$ cat src/rtl/core/trq_pkg.sv
// ----------------------------------------------------------------------------
// trq_pkg: touch report qualifier shared definitions
// Operation and register codes, reset values and the structs passed between
// the top level and the step logic.
// ----------------------------------------------------------------------------
package trq_pkg;

  localparam int unsigned CoordW = 12;
  localparam int unsigned TimeW  = 32;
  localparam int unsigned MsW    = 16;
  localparam int unsigned CfgW   = 16;
  localparam int unsigned CfgIdxW = 3;

  typedef enum logic [2:0] {
    OpPoll         = 3'd0,
    OpBlank        = 3'd1,
    OpWake         = 3'd2,
    OpPresenceOn   = 3'd3,
    OpBusRecovered = 3'd4,
    OpClearSwallow = 3'd5
  } op_e;

  localparam logic [1:0] BusOk = 2'd0;

  localparam logic [CfgIdxW-1:0] CfgSwallowTimeout = 3'd0;
  localparam logic [CfgIdxW-1:0] CfgGhostTimeout   = 3'd1;
  localparam logic [CfgIdxW-1:0] CfgMoveThreshold  = 3'd2;
  localparam logic [CfgIdxW-1:0] CfgFailLimit      = 3'd3;
  localparam logic [CfgIdxW-1:0] CfgRecoverSettle  = 3'd4;
  localparam logic [CfgIdxW-1:0] CfgStartupSettle  = 3'd5;

  localparam logic [MsW-1:0] SwallowTimeoutRst = 16'd300;
  localparam logic [MsW-1:0] GhostTimeoutRst   = 16'd2500;
  localparam logic [7:0]     MoveThresholdRst  = 8'd8;
  localparam logic [3:0]     FailLimitRst      = 4'd8;
  localparam logic [MsW-1:0] RecoverSettleRst  = 16'd200;
  localparam logic [MsW-1:0] StartupSettleRst  = 16'd1500;

  typedef struct packed {
    logic [MsW-1:0] swallow_timeout;
    logic [MsW-1:0] ghost_timeout;
    logic [7:0]     move_threshold;
    logic [3:0]     fail_limit;
    logic [MsW-1:0] recover_settle;
  } trq_cfg_t;

  typedef struct packed {
    logic              display_dark;
    logic              swallow;
    logic [TimeW-1:0]  swallow_start;
    logic [TimeW-1:0]  ready_deadline;
    logic              recover_pending;
    logic [3:0]        fail_count;
    logic              hold_valid;
    logic [TimeW-1:0]  hold_start;
    logic [CoordW-1:0] hold_x;
    logic [CoordW-1:0] hold_y;
    logic [CoordW-1:0] shown_x;
    logic [CoordW-1:0] shown_y;
  } trq_state_t;

  typedef struct packed {
    logic [2:0]       operation;
    logic [TimeW-1:0] now_ms;
    logic [1:0]       bus_status;
    logic [7:0]       contact_byte;
    logic [7:0]       x_high_byte;
    logic [7:0]       x_low_byte;
    logic [7:0]       y_high_byte;
    logic [7:0]       y_low_byte;
    logic             prone_flag;
  } trq_item_t;

  typedef struct packed {
    logic       pressed;
    logic [7:0] point_x;
    logic [8:0] point_y;
    logic       recover_request;
    logic       wake_request;
    logic       clear_prone;
    logic       screen_is_off;
  } trq_result_t;

  localparam trq_cfg_t CfgRst = '{
    swallow_timeout: SwallowTimeoutRst,
    ghost_timeout:   GhostTimeoutRst,
    move_threshold:  MoveThresholdRst,
    fail_limit:      FailLimitRst,
    recover_settle:  RecoverSettleRst
  };

  localparam trq_state_t StateRst = '{
    ready_deadline: {16'd0, StartupSettleRst},
    default:        '0
  };

endpackage

$ cat src/rtl/core/trq_in_if.sv
// ----------------------------------------------------------------------------
// trq_in_if: poll and event request channel
// Valid/ready channel carrying one operation with its time and poll bytes.
// ----------------------------------------------------------------------------
interface trq_in_if;
  logic        valid;
  logic        ready;
  logic [2:0]  operation;
  logic [31:0] now_ms;
  logic [1:0]  bus_status;
  logic [7:0]  contact_byte;
  logic [7:0]  x_high_byte;
  logic [7:0]  x_low_byte;
  logic [7:0]  y_high_byte;
  logic [7:0]  y_low_byte;
  logic        prone_flag;

  modport source (
    output valid, operation, now_ms, bus_status, contact_byte,
           x_high_byte, x_low_byte, y_high_byte, y_low_byte, prone_flag,
    input  ready
  );
  modport sink (
    input  valid, operation, now_ms, bus_status, contact_byte,
           x_high_byte, x_low_byte, y_high_byte, y_low_byte, prone_flag,
    output ready
  );
endinterface

$ cat src/rtl/core/trq_out_if.sv
// ----------------------------------------------------------------------------
// trq_out_if: pointer report channel
// Valid/ready channel carrying one qualified touch report.
// ----------------------------------------------------------------------------
interface trq_out_if;
  logic       valid;
  logic       ready;
  logic       pressed;
  logic [7:0] point_x;
  logic [8:0] point_y;
  logic       recover_request;
  logic       wake_request;
  logic       clear_prone;
  logic       screen_is_off;

  modport source (
    output valid, pressed, point_x, point_y, recover_request, wake_request,
           clear_prone, screen_is_off,
    input  ready
  );
  modport sink (
    input  valid, pressed, point_x, point_y, recover_request, wake_request,
           clear_prone, screen_is_off,
    output ready
  );
endinterface

$ cat src/rtl/core/trq_step.sv
// ----------------------------------------------------------------------------
// trq_step: per-request qualification logic
// Computes the next tracker state and the report for one request.
// ----------------------------------------------------------------------------
module trq_step
  import trq_pkg::*;
#(
  parameter int unsigned SCREEN_WIDTH  = 240,
  parameter int unsigned SCREEN_HEIGHT = 320
) (
  input  trq_item_t   item_i,
  input  trq_cfg_t    cfg_i,
  input  trq_state_t  state_i,
  output trq_state_t  state_o,
  output trq_result_t result_o
);

  localparam logic [CoordW:0]   WidthLim  = (CoordW+1)'(SCREEN_WIDTH);
  localparam logic [CoordW:0]   HeightLim = (CoordW+1)'(SCREEN_HEIGHT);
  localparam logic [CoordW-1:0] XMax      = CoordW'(SCREEN_WIDTH - 1);
  localparam logic [CoordW-1:0] YMax      = CoordW'(SCREEN_HEIGHT - 1);

  logic [CoordW-1:0] x_raw, y_raw, x, y, dx, dy;
  logic [3:0]        points;
  logic [3:0]        fail_next;
  logic [TimeW-1:0]  swallow_age, hold_age;
  logic              swallow_expired, ghost_expired, moved, not_ready;

  trq_state_t st;
  logic       pressed, wake, prone_clr;

  assign x_raw  = {item_i.x_high_byte[3:0], item_i.x_low_byte};
  assign y_raw  = {item_i.y_high_byte[3:0], item_i.y_low_byte};
  assign x      = ({1'b0, x_raw} >= WidthLim)  ? XMax : x_raw;
  assign y      = ({1'b0, y_raw} >= HeightLim) ? YMax : y_raw;
  assign points = item_i.contact_byte[3:0];

  assign dx    = (x > state_i.hold_x) ? x - state_i.hold_x : state_i.hold_x - x;
  assign dy    = (y > state_i.hold_y) ? y - state_i.hold_y : state_i.hold_y - y;
  assign moved = (dx > {4'd0, cfg_i.move_threshold}) ||
                 (dy > {4'd0, cfg_i.move_threshold});

  assign swallow_age     = item_i.now_ms - state_i.swallow_start;
  assign hold_age        = item_i.now_ms - state_i.hold_start;
  assign swallow_expired = swallow_age > {16'd0, cfg_i.swallow_timeout};
  assign ghost_expired   = hold_age > {16'd0, cfg_i.ghost_timeout};
  assign not_ready       = item_i.now_ms < state_i.ready_deadline;
  assign fail_next       = state_i.fail_count + 4'd1;

  always_comb begin
    st        = state_i;
    pressed   = 1'b0;
    wake      = 1'b0;
    prone_clr = 1'b0;
    unique case (item_i.operation)
      OpPoll: begin
        if (!state_i.recover_pending && !not_ready) begin
          if (item_i.bus_status != BusOk) begin
            if (fail_next >= cfg_i.fail_limit) begin
              st.fail_count      = 4'd0;
              st.recover_pending = 1'b1;
            end else begin
              st.fail_count = fail_next;
            end
            st.hold_valid = 1'b0;
            st.hold_start = '0;
          end else begin
            st.fail_count = 4'd0;
            if (state_i.display_dark || points == 4'd0) begin
              if (points == 4'd0) begin
                st.swallow       = 1'b0;
                st.swallow_start = '0;
              end else if (!state_i.swallow) begin
                wake = 1'b1;
              end
              st.hold_valid = 1'b0;
              st.hold_start = '0;
            end else begin
              if (state_i.swallow && swallow_expired) begin
                st.swallow       = 1'b0;
                st.swallow_start = '0;
              end
              if (!st.swallow) begin
                prone_clr = item_i.prone_flag;
                if (!state_i.hold_valid || moved) begin
                  st.hold_valid = 1'b1;
                  st.hold_start = item_i.now_ms;
                  st.hold_x     = x;
                  st.hold_y     = y;
                  pressed       = 1'b1;
                end else begin
                  pressed = !ghost_expired;
                end
                if (pressed) begin
                  st.shown_x = x;
                  st.shown_y = y;
                end
              end
            end
          end
        end
      end
      OpBlank: begin
        if (!state_i.display_dark) begin
          st.display_dark  = 1'b1;
          st.swallow       = 1'b1;
          st.swallow_start = item_i.now_ms;
        end
      end
      OpWake: begin
        if (state_i.display_dark) begin
          st.display_dark  = 1'b0;
          st.swallow       = 1'b1;
          st.swallow_start = item_i.now_ms;
        end
      end
      OpPresenceOn: begin
        st.display_dark = 1'b0;
      end
      OpBusRecovered: begin
        st.ready_deadline  = item_i.now_ms + {16'd0, cfg_i.recover_settle};
        st.recover_pending = 1'b0;
      end
      OpClearSwallow: begin
        st.swallow       = 1'b0;
        st.swallow_start = '0;
      end
      default: begin
      end
    endcase
  end

  assign state_o = st;

  assign result_o = '{
    pressed:         pressed,
    point_x:         st.shown_x[7:0],
    point_y:         st.shown_y[8:0],
    recover_request: st.recover_pending,
    wake_request:    wake,
    clear_prone:     prone_clr,
    screen_is_off:   st.display_dark
  };

endmodule

$ cat src/rtl/core/touch_report_qualifier.sv
// ----------------------------------------------------------------------------
// touch_report_qualifier: touch poll to pointer report qualifier
// Turns controller polls and screen events into pressed/released reports.
// ----------------------------------------------------------------------------
// Requests enter on req_i (valid/ready) and each one yields exactly one report
// on rsp_o (valid/ready). A request is captured in an input register; when the
// report register can advance, the step logic updates the tracker state and
// loads the report register, which offers the report on rsp_o. One request
// per cycle is sustained while the receiver takes reports; the step logic
// makes a single state update per request.
// The configuration port (cfg_we_i, cfg_idx_i, cfg_wdata_i) writes one
// register per cycle; writing the startup settle register also reloads the
// ready deadline. Writes are expected only while no request is in flight.
// Reset clears both pipeline valid flags, loads the default configuration and
// arms the startup settle deadline. When the receiver stalls, the report
// register holds its value, the input register fills and req_i.ready drops.
// ----------------------------------------------------------------------------
module touch_report_qualifier
  import trq_pkg::*;
#(
  parameter int unsigned SCREEN_WIDTH  = 240,
  parameter int unsigned SCREEN_HEIGHT = 320
) (
  input  logic               clk_i,
  input  logic               rst_ni,
  input  logic               cfg_we_i,
  input  logic [CfgIdxW-1:0] cfg_idx_i,
  input  logic [CfgW-1:0]    cfg_wdata_i,
  trq_in_if.sink             req_i,
  trq_out_if.source          rsp_o
);

  trq_cfg_t    cfg_q;
  trq_state_t  state_q, state_d, step_state;
  trq_item_t   s1_item_q, req_item;
  logic        s1_valid_q, out_valid_q;
  trq_result_t out_q, step_result;
  logic        out_advance, s1_fire, req_fire;

  assign out_advance = !out_valid_q || rsp_o.ready;
  assign s1_fire     = s1_valid_q && out_advance;
  assign req_i.ready = !s1_valid_q || out_advance;
  assign req_fire    = req_i.valid && req_i.ready;

  assign req_item = '{
    operation:    req_i.operation,
    now_ms:       req_i.now_ms,
    bus_status:   req_i.bus_status,
    contact_byte: req_i.contact_byte,
    x_high_byte:  req_i.x_high_byte,
    x_low_byte:   req_i.x_low_byte,
    y_high_byte:  req_i.y_high_byte,
    y_low_byte:   req_i.y_low_byte,
    prone_flag:   req_i.prone_flag
  };

  trq_step #(
    .SCREEN_WIDTH  (SCREEN_WIDTH),
    .SCREEN_HEIGHT (SCREEN_HEIGHT)
  ) u_trq_step (
    .item_i   (s1_item_q),
    .cfg_i    (cfg_q),
    .state_i  (state_q),
    .state_o  (step_state),
    .result_o (step_result)
  );

  always_comb begin
    state_d = s1_fire ? step_state : state_q;
    if (cfg_we_i && cfg_idx_i == CfgStartupSettle) begin
      state_d.ready_deadline = {16'd0, cfg_wdata_i};
    end
  end

  always_ff @(posedge clk_i or negedge rst_ni) begin
    if (!rst_ni) begin
      cfg_q <= CfgRst;
    end else if (cfg_we_i) begin
      unique case (cfg_idx_i)
        CfgSwallowTimeout: cfg_q.swallow_timeout <= cfg_wdata_i;
        CfgGhostTimeout:   cfg_q.ghost_timeout   <= cfg_wdata_i;
        CfgMoveThreshold:  cfg_q.move_threshold  <= cfg_wdata_i[7:0];
        CfgFailLimit:      cfg_q.fail_limit      <= cfg_wdata_i[3:0];
        CfgRecoverSettle:  cfg_q.recover_settle  <= cfg_wdata_i;
        default: begin
        end
      endcase
    end
  end

  always_ff @(posedge clk_i or negedge rst_ni) begin
    if (!rst_ni) begin
      state_q     <= StateRst;
      s1_valid_q  <= 1'b0;
      out_valid_q <= 1'b0;
    end else begin
      state_q <= state_d;
      if (req_i.ready) begin
        s1_valid_q <= req_i.valid;
      end
      if (out_advance) begin
        out_valid_q <= s1_valid_q;
      end
    end
  end

  always_ff @(posedge clk_i) begin
    if (req_fire) begin
      s1_item_q <= req_item;
    end
    if (s1_fire) begin
      out_q <= step_result;
    end
  end

  assign rsp_o.valid           = out_valid_q;
  assign rsp_o.pressed         = out_q.pressed;
  assign rsp_o.point_x         = out_q.point_x;
  assign rsp_o.point_y         = out_q.point_y;
  assign rsp_o.recover_request = out_q.recover_request;
  assign rsp_o.wake_request    = out_q.wake_request;
  assign rsp_o.clear_prone     = out_q.clear_prone;
  assign rsp_o.screen_is_off   = out_q.screen_is_off;

endmodule

$ cat src/flat_wrapper.sv
// flat-port wrapper written by rule: the top's interface ports become plain ports
module touch_report_qualifier_flat import trq_pkg::*;
#(
  parameter int unsigned SCREEN_WIDTH  = 240,
  parameter int unsigned SCREEN_HEIGHT = 320
)
  (clk_i, rst_ni, cfg_we_i, cfg_idx_i, cfg_wdata_i, req_i_valid, req_i_operation, req_i_now_ms, req_i_bus_status, req_i_contact_byte, req_i_x_high_byte, req_i_x_low_byte, req_i_y_high_byte, req_i_y_low_byte, req_i_prone_flag, req_i_ready, rsp_o_valid, rsp_o_pressed, rsp_o_point_x, rsp_o_point_y, rsp_o_recover_request, rsp_o_wake_request, rsp_o_clear_prone, rsp_o_screen_is_off, rsp_o_ready);
  trq_in_if req_i_i ();
  trq_out_if rsp_o_i ();
  input  logic clk_i;
  input  logic rst_ni;
  input  logic cfg_we_i;
  input  logic [CfgIdxW-1:0] cfg_idx_i;
  input  logic [CfgW-1:0] cfg_wdata_i;
  input wire logic [$bits(req_i_i.valid)-1:0] req_i_valid;
  input wire logic [$bits(req_i_i.operation)-1:0] req_i_operation;
  input wire logic [$bits(req_i_i.now_ms)-1:0] req_i_now_ms;
  input wire logic [$bits(req_i_i.bus_status)-1:0] req_i_bus_status;
  input wire logic [$bits(req_i_i.contact_byte)-1:0] req_i_contact_byte;
  input wire logic [$bits(req_i_i.x_high_byte)-1:0] req_i_x_high_byte;
  input wire logic [$bits(req_i_i.x_low_byte)-1:0] req_i_x_low_byte;
  input wire logic [$bits(req_i_i.y_high_byte)-1:0] req_i_y_high_byte;
  input wire logic [$bits(req_i_i.y_low_byte)-1:0] req_i_y_low_byte;
  input wire logic [$bits(req_i_i.prone_flag)-1:0] req_i_prone_flag;
  output wire logic [$bits(req_i_i.ready)-1:0] req_i_ready;
  output wire logic [$bits(rsp_o_i.valid)-1:0] rsp_o_valid;
  output wire logic [$bits(rsp_o_i.pressed)-1:0] rsp_o_pressed;
  output wire logic [$bits(rsp_o_i.point_x)-1:0] rsp_o_point_x;
  output wire logic [$bits(rsp_o_i.point_y)-1:0] rsp_o_point_y;
  output wire logic [$bits(rsp_o_i.recover_request)-1:0] rsp_o_recover_request;
  output wire logic [$bits(rsp_o_i.wake_request)-1:0] rsp_o_wake_request;
  output wire logic [$bits(rsp_o_i.clear_prone)-1:0] rsp_o_clear_prone;
  output wire logic [$bits(rsp_o_i.screen_is_off)-1:0] rsp_o_screen_is_off;
  input wire logic [$bits(rsp_o_i.ready)-1:0] rsp_o_ready;
  assign req_i_i.valid = req_i_valid;
  assign req_i_i.operation = req_i_operation;
  assign req_i_i.now_ms = req_i_now_ms;
  assign req_i_i.bus_status = req_i_bus_status;
  assign req_i_i.contact_byte = req_i_contact_byte;
  assign req_i_i.x_high_byte = req_i_x_high_byte;
  assign req_i_i.x_low_byte = req_i_x_low_byte;
  assign req_i_i.y_high_byte = req_i_y_high_byte;
  assign req_i_i.y_low_byte = req_i_y_low_byte;
  assign req_i_i.prone_flag = req_i_prone_flag;
  assign req_i_ready = req_i_i.ready;
  assign rsp_o_valid = rsp_o_i.valid;
  assign rsp_o_pressed = rsp_o_i.pressed;
  assign rsp_o_point_x = rsp_o_i.point_x;
  assign rsp_o_point_y = rsp_o_i.point_y;
  assign rsp_o_recover_request = rsp_o_i.recover_request;
  assign rsp_o_wake_request = rsp_o_i.wake_request;
  assign rsp_o_clear_prone = rsp_o_i.clear_prone;
  assign rsp_o_screen_is_off = rsp_o_i.screen_is_off;
  assign rsp_o_i.ready = rsp_o_ready;
  touch_report_qualifier #(.SCREEN_WIDTH(SCREEN_WIDTH), .SCREEN_HEIGHT(SCREEN_HEIGHT)) u_core (.clk_i(clk_i), .rst_ni(rst_ni), .cfg_we_i(cfg_we_i), .cfg_idx_i(cfg_idx_i), .cfg_wdata_i(cfg_wdata_i), .req_i(req_i_i), .rsp_o(rsp_o_i));
endmodule
$ cat config.mk
export PLATFORM = sky130hd
export DESIGN_NAME = touch_report_qualifier_flat
export DESIGN_NICKNAME = d
export VERILOG_FILES = /design/src/rtl/core/trq_pkg.sv /design/src/rtl/core/trq_in_if.sv /design/src/rtl/core/trq_out_if.sv /design/src/rtl/core/trq_step.sv /design/src/rtl/core/touch_report_qualifier.sv /design/src/flat_wrapper.sv
export SDC_FILE = /design/constraint.sdc
export NUM_CORES = 1
export LEC_CHECK = 0
export BUFFER_PORTS_ARGS = -buffer_cell sky130_fd_sc_hd__buf_2
export CAP_MARGIN = 5
export CELL_PAD_IN_SITES_DETAIL_PLACEMENT = 2
export CELL_PAD_IN_SITES_GLOBAL_PLACEMENT = 2
export CORE_ASPECT_RATIO = 2
export CORE_MARGIN = 10
export CORE_UTILIZATION = 37
export CTS_BUF_LIST = sky130_fd_sc_hd__clkbuf_2
export DETAILED_ROUTE_END_ITERATION = 8
export PLACE_DENSITY_LB_ADDON = 0.3
export SLEW_MARGIN = 15
export SYNTH_ARGS = -nofsm -noshare
export SYNTH_HDL_FRONTEND = slang
export SYNTH_SLANG_ARGS = --single-unit
$ cat constraint.sdc
create_clock -name clk_i -period 5.8 [get_ports clk_i]
set_clock_uncertainty 0.05 [all_clocks]
set_input_delay 1.16 -clock clk_i [delete_from_list [all_inputs] [get_ports clk_i]]
set_output_delay 1.16 -clock clk_i [all_outputs]
set_load 0.01 [all_outputs]
==> results by group, run 1 <==
Worst setup path
  – CP max stage delay: 500 ps
  – Flop2flop setup slack: -220 ps
  – Crit path cell chain: inv_2, buf_6, ha_4, inv_2, fa_2, a21o_1, a22oi_2, buf_4, nand2b_4, xor2_2, ha_1, nand4_1, nor4_4, nand4_1, nor2b_4, a221o_1, a311o_1, nor4_2, nand4_1, or4_4, a211oi_4, buf_12, buf_12, mux2i_1
  – Maximum fanout along the worst path: 9
  – Reg2reg end: u_core.rsp_o.point_y[4]
  – CP endpoint kind: flip-flop
  – Worst Path Buf+Inv: 6
  – Reg2reg start: u_core.s1_item_q[43]
  – Startpoint Class: flip-flop
  – Worst Path Required: 6610 ps
  – CP max stage cell: or4_4
  – Worst setup path class: reg -> reg
  – CP delay by family, top: simple AND/OR/NAND/NOR gates
  – Most frequent CP cell: nand4_1
  – Worst EP arrival: 6840 ps
  – FF-to-FF path depth: 24

Final layout
  – P&R area growth vs syn: 21.7%
  – Most common cell after layout, fill and taps aside: inv_1
  – Commonest cells after routing, fill and taps aside: inv_1, ha_1, dfrtp_1
  – Final Non-Filler Cells: 3296
  – Ratio of cells with drive above 1 in the final layout: 24.9%
  – NumNets Final: 2804

Global route
  – Initial antenna violation count: 5
  – Pin count of the biggest net entering global routing: 106
  – First-pass GRT wire length: 121 mm
  – GR Overflow Total: 0
  – Vias in the first global route: 21829
  – All-Layer GR Usage: 23.4%

Logic synthesis
  – Unique cell type count in the Yosys netlist: 91
  – Top_reg_cell synth: dfrtp_1
  – Warnings, synthesis: 0
  – Cell Area, Synth: 0.0206 sq mm
  – Syn Inst Count: 2193
  – Fraction of registers with async set/reset: 70.2%
  – Sequential share of the synthesized area: 38.1%
  – Avg Cell Area, Syn: 9.38 sq um
  – Post-synth EDFFs: 88
  – Seq cells post-synth: 295

Floorplanning
  – Initial Util: 37.2%
  – I/O Pins: 126
  – Die Y: 354 microns
  – Width of the die: 187 microns
  – FP Rows: 122
  – Full die area: 0.0660 sq mm
  – CORE AREA: 0.0553 sq mm

Pwr
  – Cell internal pwr: 4.74 mW
  – Clock group share of total power: 20.0%
  – Leak: 10.9 nW
  – Pwr dens: 331 mW/mm^2
  – Worst vdd ir: 0.127 mV
  – Switching share of power: 42.7%
  – Psw: 3.54 mW
  – Seq pwr share: 33.3%
  – Comb pwr share: 46.7%

Routing
  – Highest Signal Layer: met5
  – DRC Markers: 0
  – Wl on met1: 27.4 mm
  – Drt initial violations: 690
  – Metal3 WL: 2.19 mm
  – Via count: 18670
  – Drt total wl: 83.1 mm
  – Routed len/inst: 25.2 microns
  – Drt via density: 5.66
  – Drt pass-1 iters: 5
  – Antenna viol nets, final: 0
  – DR WL met2: 47.5 mm

Clock network
  – Clk_lat worst skew: 1080 ps
  – Clk slew on worst S/H paths: 160 ps
  – CTS sink count: 295
  – CTS Buf Count: 75
  – CTS tree: yes
  – Clock buffer depth: 3
  – Root Driver: clkbuf_2
  – CTS H-tree lvls: 3

Place
  – Placed insts: 3100
  – Gpl congestion: 0.918
  – Port Buffer Count: 113
  – Dpl hpwl: 58.6 mm

STA
  – Relative slew slack: 29.7%
  – Worst-margin pin slew: 1050 ps
  – Final hold vios: 0
  – Pins Over Slew Limit: 0
  – Setup ws final: -222 ps
  – Final setup vio count: 78
  – Final Cycle Share: 104%
  – RSZ-0062 raised after global routing: yes
  – Min Clock Period, post-route: 6020 ps
  – Achievable Freq: 0.166 GHz
  – Final hold slack: 108 ps

Run
  – Max-Cap Viols: 0

Worst hold path
  – Hold crit path type: in -> async

Outcome
  – Failing checks: negative setup slack
  – Status: complete, but fails checks
-- cells by family after synthesis --
family,after synthesis,share of synthesized area [%]
fa+ha+maj,215,13.3
mux,112,5.67
compound gates,589,18.9
other cells,2,0.0365
buf+inv,300,5.89
flops,295,38.1
simple gates,595,14.5
xor+xnor,85,3.62
-- routing by layer --
metal  vias up  track usage (%)
met5         -                0
met4         4             15.8
met3       279             3.09
met2       442             47.2
met1      9449             20.7
li1       8496                -
-- flip-flops by register name, indices dropped and copies added (netlist names) --
name and cells:
u_core.cfg_q 60, u_core.rsp_o.clear_prone 1, u_core.rsp_o.point_x 8, u_core.rsp_o.point_y 9, u_core.rsp_o.pressed 1, u_core.rsp_o.recover_request 1
u_core.rsp_o.screen_is_off 1, u_core.rsp_o.valid 1, u_core.rsp_o.wake_request 1, u_core.s1_item_q 66, u_core.s1_valid_q 1, u_core.state_q 145
-- how the worst max path moves through the flow --
stage                              end  slack (ps)  depth (start not counted)                  from
2_1_floorplan  u_core.rsp_o.point_x[4]          50                         25  u_core.s1_item_q[28]
3_3_place_gp        u_core.state_q[65]        -340                         24  u_core.s1_item_q[43]
3_5_place_dp        u_core.state_q[41]        -600                         24  u_core.s1_item_q[43]
4_1_cts        u_core.rsp_o.point_y[7]        -270                         24  u_core.s1_item_q[43]
5_1_grt        u_core.rsp_o.point_y[4]        -450                         24  u_core.s1_item_q[43]
6_report       u_core.rsp_o.point_y[4]        -220                         24  u_core.s1_item_q[43]
-- final cells by class --
class	count	area (sq um)
diodes	4	10.0
flip-flops and latches	295	7850
inverters	214	803
well taps	744	931
multi-input cells	1608	12500
clock inverters	26	186
repair buffers	293	2220
clock buffers	112	561
fillers	6034	30200
-- synth_stat cells (6+ instances only) --
cell       instances  area (sq um)
inv_1            214           803
ha_1             208          2600
dfrtp_1          186          4650
nand2_1          178           668
a21oi_1          149           746
o21ai_0          136           681
nor2_1           113           424
edfxtp_1          88          2640
mux2i_1           76           761
clkbuf_1          55           206
nand3_1           55           275
a21o_1            51           383
xnor2_1           51           447
nor3_1            35           175
nand4_1           34           213
xor2_1            34           298
mux2_2            33           372
nor2b_1           33           206
a22o_1            32           280
nand2b_1          32           200
a31oi_1           31           194
a211oi_1          26           195
buf_2             24           120
dfstp_2           21           552
o21a_1            17           128
o22ai_1           17           106
o211ai_1          16           120
or2_2             16           100
and3_1            15          93.8
and2_1            14          87.6
nor4_1            14          87.6
nor3b_1           12          90.1
o31ai_1           11          82.6
or3_1             11          68.8
a31o_2             8          70.1
and4_1             7          61.3
fa_1               7           140
o2111ai_1          7          61.3
o21bai_1           7          52.6
nand4b_1           6          52.6
o21ai_1            6          30.0
o221ai_1           6          52.6
-- through the flow --
stage / util [%] / instance area (sq um) / TNS (ps) / power, mW / setup WS, ps
global placement: 41.2 / 22800 / -22850 / 5.96 / -339
detailed placement: 41.2 / 22800 / -54330 / 6.21 / -600
floorplan: - / 20600 / 0 / 4.94 / 47.1
global route: 45.3 / 25000 / -27980 / 8.86 / -448
CTS: 44.0 / 24300 / -4240 / 8.05 / -275
finish: 45.3 / 25000 / -6920 / 8.28 / -222
-- power by group through the flow --
stage	Combinational, mW	Clock [mW]	Sequential, mW
global placement	3.22	0	2.74
floorplan	2.23	0	2.71
detailed placement	3.44	0	2.77
CTS	3.61	1.71	2.73
finish	3.87	1.65	2.76
global route	4.25	1.81	2.80
-- what timing repair did --
item | CTS | global route
hold buffers | 0 | 0
setup buffers | 34 | 17
endpoints found under the setup margin | 126 | 126
pin swaps | 47 | 74
cloned | 4 | 6
resized for setup | 82 | 113
(Power assumes the default switching activity.)
==> run 2: changes to the inputs <==
CELL_PAD_IN_SITES_DETAIL_PLACEMENT = 0   (was 2)
CELL_PAD_IN_SITES_GLOBAL_PLACEMENT = 1   (was 2)
CORE_UTILIZATION = 40   (was 37)
==> run 2 against run 1 <==
  * The flow now finishes without violations
  * Utilization up 1.9 points
  * Clock power down 9.7%
  * Final cell count down 3.9%
  * First-iteration DRC count up 14%
  * Highest routed layer is now met4
==> results by group, run 2 (synthesized netlist as in run 1, its figures left out) <==
Final layout
  – Largest Register: u_core.state_q
  – Filler instances: 4969 (-18%)
  – P&R area growth vs syn: 16.9%
  – Multi-input logic area: 0.0120 sq mm (-3.8%)
  – Largest register FFs: 145 (unchanged)
  – Most common cell after layout, fill and taps aside: inv_1
  – Largest regs: u_core.state_q: 145 flops, u_core.s1_item_q: 66 flops, u_core.cfg_q: 60 flops
  – Final Non-Filler Cells: 3168 (-3.9%)
  – Commonest cells after routing, fill and taps aside: inv_1, ha_1, dfrtp_1
  – NumNets Final: 2768 (-1.3%)
  – Ratio of cells with drive above 1 in the final layout: 21.7% (-3.2 points)
  – Sequential cell area: 0.00785 sq mm (unchanged)

STA
  – Worst-margin pin slew: 1140 ps (+92.8 ps)
  – Final Cycle Share: 99.5% (-4.3 points)
  – Final hold slack: 122 ps (+14.2 ps)
  – Final TNS setup: 0 ps (+6920 ps)
  – Achievable Freq: 0.173 GHz (+4.3%)
  – Min Clock Period, post-route: 5770 ps (-250 ps)
  – Relative slew slack: 23.4% (-6.2 points)
  – RSZ-0062 raised after global routing: yes
  – Final hold vios: 0 (unchanged)
  – Final setup vio count: 0 (-100%)
  – Pins Over Slew Limit: 0 (unchanged)

Clock network
  – Clk slew on worst S/H paths: 110 ps (-50 ps)
  – CTS H-tree lvls: 3 (unchanged)
  – CTS Buf Count: 75 (unchanged)
  – CTS sink count: 295 (unchanged)
  – Root Driver: clkbuf_2
  – Clock buffer depth: 3 (unchanged)
  – CTS tree: yes
  – Clk_lat worst skew: 1060 ps (-20 ps)

Place
  – Port Buffer Count: 113 (unchanged)
  – Dpl hpwl: 48.6 mm (-17%)
  – Gpl congestion: 0.942 (+2.6%)
  – Placed insts: 2995 (-3.4%)

Routing
  – Routed len/inst: 20.4 microns (-19%)
  – Via count: 17456 (-6.5%)
  – DRC Markers: 0 (unchanged)
  – Drt initial violations: 790 (+14%)
  – Drt via density: 5.51 (-2.7%)
  – Drt pass-1 iters: 5 (unchanged)
  – Antenna viol nets, final: 0 (unchanged)
  – Drt total wl: 64.6 mm (-22%)

Global route
  – GR Overflow Total: 0 (unchanged)
  – First-pass GRT wire length: 98.8 mm (-19%)
  – Initial antenna violation count: 4 (-1)
  – Vias in the first global route: 18627 (-15%)
  – Pin count of the biggest net entering global routing: 110 (+3.8%)
  – All-Layer GR Usage: 20.2% (-3.2 points)

Pwr
  – Tot Pwr: 7.60 mW (-8.3%)
  – Worst vdd ir: 0.151 mV (+19%)
  – Pwr dens: 316 mW/mm^2 (-4.5%)
  – Leak: 10.6 nW (-3.3%)

Worst setup path
  – Worst setup path class: reg -> reg
  – CP endpoint kind: flip-flop
  – Worst Path Required: 6650 ps (+40 ps)
  – Startpoint Class: flip-flop
  – CP max stage cell: edfxtp_1
  – Worst EP arrival: 6620 ps (-220 ps)
  – Maximum fanout along the worst path: 8 (-1)
  – CP max stage delay: 430 ps (-70 ps)

Run
  – Max-Cap Viols: 0 (unchanged)

Floorplanning
  – Width of the die: 180 microns (-3.4%)
  – CORE AREA: 0.0509 sq mm (-7.8%)
  – I/O Pins: 126 (unchanged)
  – Die Y: 341 microns (-3.6%)
  – Initial Util: 40.4% (+3.2 points)
  – FP Rows: 117 (-4.1%)
  – Full die area: 0.0615 sq mm (-6.9%)

Outcome
  – Status: finished, final reports clean

Worst hold path
  – Hold crit path type: in -> async
==> run 2: cell count changes in the layout (fill, tap and decap cells not counted), sizes merged <==
cell    before  now
bufinv       3    1
buf        288  254
clkinv      20   17
inv        216  217
==> run 2: critical path, delay by kind of cell (launching register included) <==
family | cells | cell delay, ps
flip-flops | 1 | 430
AND/OR/NAND/NOR | 8 | 2070
AO/OA/AOI/OAI | 8 | 1300
adder cells (fa/ha/maj) | 3 | 840
buffers and inverters | 6 | 780
XOR/XNOR | 1 | 170
==> run 2: worst paths after layout <==
| kind | from | end | slack, ps | cells past startpoint |
|---|---|---|---|---|
| max | u_core.s1_item_q[43] | u_core.state_q[71] | 30 | 26 |
| min | rst_ni | u_core.state_q[42] | 120 | 1 |
| max reg2reg | u_core.s1_item_q[43] | u_core.state_q[71] | 30 | 26 |
| min reg2reg | u_core.state_q[52] | u_core.state_q[52] | 460 | 1 |
| max in group asynchronous | rst_ni | u_core.state_q[141] | 4250 | 2 |
| min in group clk_i | req_i_x_low_byte[0] | u_core.s1_item_q[17] | 220 | 1 |
==> run 2: routing by layer <==
metal / global-route usage [%] / part of all wire [%]
met5: 0 / 0
met2: 38.8 / 55
met4: 14.6 / 6.9
met1: 18.9 / 34
met3: 2.91 / 3.5
==> run 2: cell type report <==
type                       count  area share (%)
tap                          654            3.40
timing repair buffer         257            7.79
multi-input combinational   1608            49.9
antenna                        4          0.0416
sequential                   295            32.6
clock buffer                 114            2.37
clock inverter                22           0.479
inverter                     214            3.34
==> run 2: what timing repair did <==
action / CTS / global route
cloned: 1 / 5
pin swaps: 14 / 47
endpoints found under the hold margin: 0 / 0
setup buffers: 17 / 13
hold buffers: 0 / 0
gates resized for setup: 21 / 87
endpoints found under the setup margin: 115 / 98
==> run 2: metrics by stage <==
| step | util (%) | setup slack, ps | instance area, sq um |
|---|---|---|---|
| CTS | 46.1 | 10.9 | 23500 |
| finish | 47.2 | 28.4 | 24100 |
| detailed placement | 44.2 | -211 | 22500 |
| global route | 47.2 | -203 | 24100 |
| global placement | 44.2 | -128 | 22500 |
| floorplan | - | 47.1 | 20600 |
==> run 2: power by group <==
| part | total, mW | switching [mW] | internal [mW] |
|---|---|---|---|
| Combinational | 3.39 | 1.98 | 1.41 |
| Clock | 1.49 | 0.926 | 0.566 |
| Sequential | 2.71 | 0.181 | 2.53 |
==> run 3: changes to the inputs <==
BUFFER_PORTS_ARGS = not set   (was -buffer_cell sky130_fd_sc_hd__buf_2)
CORE_MARGIN = not set   (was 10)
DONT_BUFFER_PORTS = 1   (was not set)
clock period = 6.6 ns   (was 5.8 ns; I/O delays follow)
==> run 3 against run 2 <==
  * Global-route usage grew 3.4 points
  * Routed wire length shrank 5.0%
  * Clock power shrank 9%
  * Power shrank 15%
  * Combinational power shrank 21%
  * Utilization shrank 3.3 points
  * Setup slack gained 290 ps
  * Die area shrank 15%
  * Critical path type unchanged
==> results by group, run 3 (synthesized netlist as in run 1, its figures left out) <==
Final layout
  – Most common cell after layout, fill and taps aside: inv_1
  – Ratio of cells with drive above 1 in the final layout: 12.4% (-9.3 points)
  – Fin util: 43.9% (-3.3 points)
  – P&R area growth vs syn: 8.32%
  – NumNets Final: 2563 (-7.4%)
  – Final Non-Filler Cells: 2962 (-6.5%)
  – Largest regs: u_core.state_q: 145 flops, u_core.s1_item_q: 66 flops, u_core.cfg_q: 60 flops
  – Largest Register: u_core.state_q
  – Cell area after layout: 0.0223 sq mm (-7.3%)
  – Commonest cells after routing, fill and taps aside: inv_1, ha_1, dfrtp_1
  – Largest register FFs: 145 (unchanged)

Worst setup path
  – Reg2reg start: u_core.s1_item_q[43]
  – Maximum fanout along the worst path: 13 (+5)
  – CP max stage delay: 500 ps (+70 ps)
  – Flop2flop setup slack: 320 ps (+290 ps)
  – Reg2reg end: u_core.rsp_o.point_y[4]
  – CP max stage cell: or4_4
  – Worst EP arrival: 7080 ps (+460 ps)
  – FF-to-FF path depth: 23 (-12%)
  – Worst setup path class: reg -> reg
  – Worst Path Required: 7400 ps (+750 ps)
  – Worst Path Buf+Inv: 4 (-2)
  – Startpoint Class: flip-flop
  – CP delay by family, top: simple AND/OR/NAND/NOR gates
  – CP endpoint kind: flip-flop
  – Crit path cell chain: inv_1, ha_1, inv_1, fa_1, a21o_1, a22oi_2, nand3_1, a41oi_2, xnor2_1, ha_1, nand2_1, nor4_2, nand4_1, nor2b_1, a221o_1, a311o_1, nor4_2, nand4_1, or4_4, a211oi_4, buf_12, buf_4, mux2i_1

Clock network
  – CTS tree: yes
  – CTS H-tree lvls: 3 (unchanged)
  – CTS sink count: 295 (unchanged)
  – CTS Buf Count: 75 (unchanged)
  – Clock buffer depth: 3 (unchanged)
  – Root Driver: clkbuf_2
  – Clk_lat worst skew: 1080 ps (+20 ps)
  – Clk slew on worst S/H paths: 120 ps (about the same)

Routing
  – Drt pass-1 iters: 5 (unchanged)
  – Antenna viol nets, final: 0 (unchanged)
  – Drt total wl: 61.4 mm (-5.0%)
  – DRC Markers: 0 (unchanged)
  – Drt via density: 5.60 (+1.7%)
  – Routed len/inst: 20.7 microns (+1.6%)
  – Drt initial violations: 800 (+1.3%)
  – Via count: 16601 (-4.9%)

Place
  – Port Buffer Count: 0 (-100%)
  – Placed insts: 2817 (-5.9%)
  – Pre-CTS setup slack: 7.73 ps (+219 ps)
  – Cell Area, Placed: 0.0214 sq mm (-4.8%)
  – Gpl congestion: 0.929 (-1.4%)
  – Dpl hpwl: 45.9 mm (-5.7%)

Global route
  – Pin count of the biggest net entering global routing: 193 (+75%)
  – GR Overflow Total: 0 (unchanged)
  – First-pass GRT wire length: 93.8 mm (-5.1%)
  – All-Layer GR Usage: 23.6% (+3.4 points)
  – Vias in the first global route: 17529 (-5.9%)
  – Initial antenna violation count: 3 (-1)

STA
  – Final Cycle Share: 95.2% (-4.3 points)
  – Final hold vios: 0 (unchanged)
  – Worst-margin pin slew: 1030 ps (-112 ps)
  – Final hold slack: 75.9 ps (-46.3 ps)
  – Pins Over Slew Limit: 0 (unchanged)
  – Min Clock Period, post-route: 6280 ps (+511 ps)
  – Setup ws final: 318 ps (+289 ps)
  – Achievable Freq: 0.159 GHz (-8.1%)
  – Final TNS setup: 0 ps (unchanged)
  – RSZ-0062 raised after global routing: no
  – Relative slew slack: 31.0% (+7.5 points)
  – Final setup vio count: 0 (unchanged)

Pwr
  – Pwr dens: 289 mW/mm^2 (-8.5%)
  – Worst vdd ir: 0.133 mV (-12%)
  – Tot Pwr: 6.44 mW (-15%)
  – Leak: 9.58 nW (-9.5%)

Floorplanning
  – Initial Util: 40.5% (+0.12 points)
  – Width of the die: 162 microns (-10%)
  – FP Rows: 117 (unchanged)
  – Full die area: 0.0524 sq mm (-15%)
  – I/O Pins: 126 (unchanged)
  – CORE AREA: 0.0508 sq mm (-0.29%)
  – Die Y: 323 microns (-5.3%)

Run
  – Max-Cap Viols: 0 (unchanged)

Outcome
  – Status: finished, final reports clean

Worst hold path
  – Hold crit path type: in -> async
## run 3: cell type report
cell class	count	area [sq um]
clock buffer	112	561
inverter	214	803
timing repair buffer	51	463
tap	654	818
clock inverter	23	158
antenna	4	10.0
multi-input combinational	1609	11600
sequential	295	7850
fill	4975	28500
## run 3: worst max path at each step
stage | startpoint | end | cells after the start
2_1_floorplan | u_core.s1_item_q[28] | u_core.rsp_o.point_x[4] | 25
3_3_place_gp | u_core.s1_item_q[12] | u_core.state_q[54] | 21
3_5_place_dp | u_core.s1_item_q[12] | u_core.state_q[56] | 23
4_1_cts | u_core.s1_item_q[12] | u_core.state_q[79] | 23
5_1_grt | u_core.s1_item_q[43] | u_core.rsp_o.point_y[4] | 23
6_report | u_core.s1_item_q[43] | u_core.rsp_o.point_y[4] | 23
## run 3: timing repair
action / 4_1_cts / 5_1_grt
setup buffers: 0 / 2
gates resized for setup: 0 / 5
gates cloned: 0 / 1
hold endpoints to repair: 192 / 0
hold buffers: 2 / 0
endpoints found under the setup margin: 31 / 72
pin swaps: 1 / 1
## run 3: report_power, final
group	switching (mW)	total, mW	leakage (nW)	internal (mW)
combinational	1.60	2.68	5.65	1.08
clock	0.826	1.36	0.541	0.534
sequential	0.176	2.40	3.39	2.22
total	2.60	6.44	9.58	3.84
## run 3: layer usage
metal	share of wire [%]	up-vias	GRT usage [%]
li1	-	8018	-
met1	34	7988	21.2
met2	57	405	47.7
met3	3.4	188	3.20
met4	5.9	2	15.1
met5	0.018	-	0
